### config.mk
export PLATFORM = sky130hd
export DESIGN_NAME = tpfc_plane_cell
export DESIGN_NICKNAME = d
export VERILOG_FILES = /design/src/design/tpfc_pkg.sv /design/src/design/tpfc_plane_cell.sv
export SDC_FILE = /design/constraint.sdc
export NUM_CORES = 2
export LEC_CHECK = 0
export ABC_CLOCK_PERIOD_IN_PS = 11000
export BUFFER_PORTS_ARGS = -buffer_cell sky130_fd_sc_hd__buf_2
export CORE_ASPECT_RATIO = 1.25
export CORE_UTILIZATION = 64
export DETAILED_ROUTE_END_ITERATION = 6
export GPL_TIMING_DRIVEN = 0
export PLACE_DENSITY = 0.81
export SLEW_MARGIN = 30
export SYNTH_ARGS = -nofsm -noshare
export SYNTH_HDL_FRONTEND = slang
export SYNTH_SLANG_ARGS = --single-unit
### constraint.sdc
create_clock -name clk -period 11 [get_ports clk]
set_clock_uncertainty 0.15 [all_clocks]
set_input_delay 3.3 -clock clk [delete_from_list [all_inputs] [get_ports clk]]
set_output_delay 3.3 -clock clk [all_outputs]
set_load 0.02 [all_outputs]
### src/design/tpfc_pkg.sv
// Package for the terrain patch frustum cull block: constants, types, helpers.
// Used by tpfc_plane_cell, tpfc_box_unit and terrain_patch_frustum_cull.
package tpfc_pkg;

  localparam int PatchesPerSide = 16;
  localparam int NumPlanes      = 6;

  localparam logic [2:0] RegPlaneBottom = 3'd2;
  localparam logic [2:0] RegScalePad    = 3'd6;
  localparam logic [2:0] RegRadius      = 3'd7;

  // Footprint edge floor((i << 16) / N) for i in 0..N, in Q1.16 (17 bits).
  function automatic logic [16:0] edge_q16(input logic [8:0] i);
    logic [24:0] num;
    begin
      num = {i, 16'd0};
      edge_q16 = 17'((num / 25'(PatchesPerSide)));
    end
  endfunction

  // Box handed from the box unit into the plane chain.
  typedef struct packed {
    logic signed [31:0] ylo;
    logic signed [31:0] yhi;
    logic [16:0]        x0;
    logic [16:0]        x1;
    logic [16:0]        z0;
    logic [16:0]        z1;
  } box_t;

  // Token moving down the plane chain.
  typedef struct packed {
    logic valid;
    logic pass;
    box_t box;
  } tok_t;

  function automatic logic signed [31:0] sat32(input logic signed [65:0] v);
    begin
      if (v > 66'sd2147483647) sat32 = 32'sh7fffffff;
      else if (v < -66'sd2147483648) sat32 = 32'sh80000000;
      else sat32 = v[31:0];
    end
  endfunction

endpackage

### src/design/tpfc_plane_cell.sv
// One plane test cell of the cull chain; it holds its plane and tests the box
// with the positive-vertex rule. Depends on tpfc_pkg.
module tpfc_plane_cell import tpfc_pkg::*; (
  input  logic        clk,
  input  logic        rst,
  input  logic        plane_we,
  input  logic [63:0] plane_data,
  input  tok_t        tok_in,
  output tok_t        tok_out
);

  logic [63:0] plane;
  logic signed [15:0] ca, cb, cc, cd;
  logic signed [32:0] vx, vy, vz;
  logic signed [50:0] sum;

  always_ff @(posedge clk) begin
    if (rst) plane <= '0;
    else if (plane_we) plane <= plane_data;
  end

  // Pick the positive vertex and sum the plane equation exactly.
  always_comb begin
    ca = plane[15:0];
    cb = plane[31:16];
    cc = plane[47:32];
    cd = plane[63:48];
    vx = ca[15] ? 33'(signed'({1'b0, tok_in.box.x0})) : 33'(signed'({1'b0, tok_in.box.x1}));
    vy = cb[15] ? 33'(tok_in.box.ylo) : 33'(tok_in.box.yhi);
    vz = cc[15] ? 33'(signed'({1'b0, tok_in.box.z0})) : 33'(signed'({1'b0, tok_in.box.z1}));
    sum = 51'(ca * vx) + 51'(cb * vy) + 51'(cc * vz) + (51'(cd) <<< 16);
  end

  always_ff @(posedge clk) begin
    if (rst) tok_out.valid <= 1'b0;
    else tok_out.valid <= tok_in.valid;
    tok_out.pass <= tok_in.pass & ~sum[50];
    tok_out.box  <= tok_in.box;
  end

endmodule

## Word level (Yosys, flattened, before mapping)

Cells that the tools add are included.

- Latch bits: 0
- Output and inout port bits: 134
- Register bits after elaboration: 198
- Memories kept: 0
- Memory bits (writable): 0
- Input port bits: 201
- Memory bits (read-only): 0

- Magnitude comparators: 0
- Multipliers: 3
- Reductions and logical operators: 0
- Eq/ne operators: 0
- Divide/modulo/power cells: 0
- Mux-type cells: 3
- Shifts and indexed selects: 0
- Add/subtract/negate cells: 3
- Bitwise gates (word level): 2

Operators by type and width:

| kind | count |
|---|---|
| multiplier 16 x 18 -> 34 bit | 2 |
| adder 50 x 34 -> 51 bit | 1 |
| adder 51 x 32 -> 51 bit | 1 |
| adder 34 x 49 -> 50 bit | 1 |
| multiplier 16 x 33 -> 49 bit | 1 |
| two-way mux 17 bit | 2 |
| two-way mux 33 bit | 1 |
| AND 1 bit | 1 |
| inverter 1 bit | 1 |

## Logic depth before layout (Yosys ltp)

- Depth after elaboration: 7
- Gate-level depth with buffers: 31
- Depth with buffers taken out: 28

## Least setup slack after synthesis

OpenSTA, ideal clock, no wires.

- Path type: input to register
- From: input port tok_in[126] (netlist name)
- To: register tok_out[132] (netlist name)
- Setup slack: 762 ps
- Path buffers: 1
- Cell stages on the path: 27
- Required time: 10735 ps
- Arrival: 9973 ps
- Setup time: 115 ps
- Cell sequence: mux2_2 > clkbuf_1 > nand2_1 > fa_1 > inv_1 > fa_1 > inv_1 > fa_1 > inv_1 > fa_1 > inv_1 > fa_1 > fa_1 > fa_1 > inv_1 > fa_1 > inv_1 > fa_1 > inv_1 > ha_1 > nand4_1 > nor4_1 > a22oi_1 > a311oi_1 > a41oi_2 > a21oi_1 > and3b_1

- Longest elaborated chain between the ends: 7

Ends and longest elaborated chain:

| element | RTL line | source |
|---|---|---|
| start, declared | tpfc_plane_cell.sv:8 | `input tok_t tok_in,` |
| two-way mux 33 bit | tpfc_plane_cell.sv:29 | `vy = cb[15] ? 33'(tok_in.box.ylo) : 33'(tok_in.box.yhi);` |
| multiplier 16 x 33 -> 49 bit | tpfc_plane_cell.sv:31 | `sum = 51'(ca * vx) + 51'(cb * vy) + 51'(cc * vz) + (51'(cd) <<< 16);` |
| adder 34 x 49 -> 50 bit | tpfc_plane_cell.sv:31 |  |
| adder 50 x 34 -> 51 bit | tpfc_plane_cell.sv:31 |  |
| adder 51 x 32 -> 51 bit | tpfc_plane_cell.sv:31 |  |
| inverter 1 bit | tpfc_plane_cell.sv:37 | `tok_out.pass <= tok_in.pass & ~sum[50];` |
| AND 1 bit | tpfc_plane_cell.sv:37 |  |
| end, declared | tpfc_plane_cell.sv:9 | `output tok_t tok_out` |

No other way between the ends.
A chain may end at the register's enable or synchronous reset.

## Worst setup path in the final report

- From: input port tok_in[109] (netlist name)
- To: register tok_out[132] (netlist name)

The elaborated chain is that of the path after synthesis.

==> results.cfg <==
[clock_network]
cts_htree_levels = 4
clk_latency_ns = 0.54
cts-root-buf = clkbuf_16
cts_made_buffers = 17
cts_sinks = 198
cts_buffer_depth = 2
cts_tree = built
path_clk_slew_ns = 0.09
hold_buffers = 0

[setup_path]
critical_path_class = in -> reg
crit_fanout = 10
worst_setup_path_end_kind = flip-flop
cp-start-kind = input pin
crit_arrival_ns = 11.17
cp.required_ns = 11.27

[finish]
nets = 6211
nFillCells = 4960
drive_above_1_share_pct = 9.86
final_area_um2 = 45600
area_growth_pct = 7.73

[sta]
relSlewSlack_pct = 31.3
hold_viol_final = 0
setup_violations = 0
finalCritPeriodShare_pct = 99.1
slew_violations = 0
final.setup.tns_ns = 0
hold_slack_ns = 0.354
timing.final.crit_period_ns = 10.90
worst_slew_pin_slew_ns = 1.03
fin_ws_ns = 0.0972
fmax_ghz = 0.0917

[synth]
ys.flop_type = dfxtp_1
synth_area_um2 = 42300
syn-instance-count = 4285
avgSynthCellArea_um2 = 9.88
synth_nets = 5896
synth_seq_area_share_pct = 9.37
synth-warning-count = 0
synth_seq_cells = 198
synth_async_sr_flop_share_pct = 0
synth_edf_count = 0
netlist-cell-type-count = 39

[power]
swShare_pct = 54.8
p_clk_share_pct = 5.3
p_int_w = 0.00563
p_per_area_nw_per_um2 = 273
pwr-share-seq_pct = 6.5
p_leak_nw = 23.8
pwr-share-comb_pct = 88.2
power.total_w = 0.0124
vdd_drop_max_v = 0.000438
p_sw_w = 0.00681

[global_routing]
grt_max_degree = 20
grt_pass1_vias = 33000
grt.total_usage_pct = 38.3
antenna_found_initial = 6
grt_pass1_wl_um = 187000
grt-ovfl-total = 0

[placed_design]
postPlaceCellArea_um2 = 45100
port_buffers = 332
place_hpwl_um = 107000
gp_congestion = 0.989
place_worst_setup_slack_ns = -1.21

[floorplanning]
fp.dieW_um = 232
core_area_um2 = 65600
pin_count = 335
dieArea_um2 = 67200
rows = 105
start_util_pct = 64.6
fp.dieH_um = 290

[drt]
route.detailed.drc = 4
via_count = 29700
viasPerCell = 5.42
drtIter0Drc = 1819
ant_nets = 0
dr.pass1.iters = 7
totalWireLength_um = 118000
wire_per_inst_um = 21.6

[run_status]
violations = design-rule violations
status = finished, violations left

[hold_path]
hold_path.class = reg -> reg

[job]
max-cap-violations = 0
-- metal layers --
metal  vias up  GRT usage [%]  routed length (um)
met5         -              0                  27
met4         4           28.1                9530
met3       402           6.05                8330
met2      1379           64.6               57700
met1     15100           44.6               42300
li1      12700              -                   -
-- logic make-up after synthesis --
| kind of cell | share of synthesized area (%) |
|---|---|
| DFF | 9.37 |
| xor gates and xnor gates | 0.228 |
| adders and majority gates | 61.1 |
| and+or+nand+nor | 13.4 |
| muxes | 3.27 |
| buffers and inverters | 12.0 |
| AOI/OAI and AO/OA | 0.677 |
-- worst paths after layout --
path / from / end / slack [ns] / cells after the start
hold reg to reg: plane[50] / plane[50] / 0.35 / 2
setup reg to reg: plane[47] / tok_out[132] / 1.42 / 26
setup / recovery: tok_in[109] / tok_out[132] / 0.1 / 24
hold / removal: plane[50] / plane[50] / 0.35 / 2
-- state kept, by name, summed over array words and instances (netlist names) --
name / cells
plane: 64
tok_out: 134
-- cells in the final DEF (no fill, tap or decap), types with 3 or more instances in the layout --
cell type  instances
a211oi_1           3
inv_1           1167
nand4_1            7
nor2b_1           59
nand3_1            5
dfxtp_1          196
mux2_2            62
o21ai_0            7
inv_6              7
clkbuf_16         17
clkbuf_2           7
clkbuf_1         119
and2_1           436
a21oi_1           14
buf_2            341
a21o_1             7
buf_1              4
nor2_1            91
nand2_1          513
nand2b_1          33
fa_1            1092
ha_1             316
xnor2_1            9
mux2i_1           65
-- synthesized netlist by cell type (2+ instances only) --
master	number	area (um^2)
mux2_2	62	698
nand4_1	7	43.8
fa_1	1093	21900
nand2_1	513	1930
inv_1	1167	4380
and2_1	436	2730
dfxtp_1	198	3960
nand3_1	5	25.0
buf_1	5	18.8
nor2_1	91	342
clkbuf_1	162	608
nand2b_1	33	206
a41oi_2	2	32.5
ha_1	317	3970
buf_2	9	45.0
xor2_1	2	17.5
nor2b_1	59	369
xnor2_1	9	78.8
a211oi_1	3	22.5
a21o_1	7	52.6
mux2i_1	67	671
o21ai_0	8	40.0
a21oi_1	14	70.1
-- stage by stage --
stage               util [%]  std cells
global placement        68.7       5473
detailed placement      68.8       5474
global route            69.5       5470
floorplan                  -       4285
CTS                     69.7       5498
finish                  69.5       5471
-- power groups by stage --
| stage | sequential, W | combinational [W] | clock (W) |
|---|---|---|---|
| final | 0.000807 | 0.0110 | 0.000660 |
| after CTS | 0.000805 | 0.0110 | 0.000672 |
| after floorplan | 0.000832 | 0.00740 | 0 |
| after global placement | 0.000823 | 0.0103 | 0 |
| after detailed placement | 0.000822 | 0.0108 | 0 |
| after global routing | 0.000809 | 0.0125 | 0.000696 |
-- critical path: stages --
cell	delay (ns)
buf_2	0.12
mux2_2	0.28
clkbuf_1	0.50
nand2_1	0.17
fa_1	0.58
inv_1	0.06
fa_1	0.57
fa_1	0.48
fa_1	0.54
fa_1	0.48
fa_1	0.54
fa_1	0.45
fa_1	0.49
inv_1	0.05
fa_1	0.47
inv_1	0.04
ha_1	0.36
nand4_1	0.18
nor4_4	0.40
a22oi_1	0.19
a311oi_4	0.35
a41oi_2	0.15
a21oi_1	0.21
and3b_1	0.19
-- layout make-up --
class	count	area, um^2	share of cell area (%)
timing repair buffer	334	1690	3.71
clock buffer	19	443	0.972
antenna	2	5.00	0.0110
multi-input combinational	2743	33400	73.2
inverter	1167	4380	9.61
clock inverter	13	131	0.288
sequential	198	3970	8.70
tap	856	1070	2.35
buffer	139	549	1.20
-- repair_timing --
item	in CTS	in global routing
pin swaps	1	2
buffers inserted	1	0
gates resized for setup	8	11
setup endpoints to repair	1	1
Note: power is estimated with default switching activity, not from simulation.
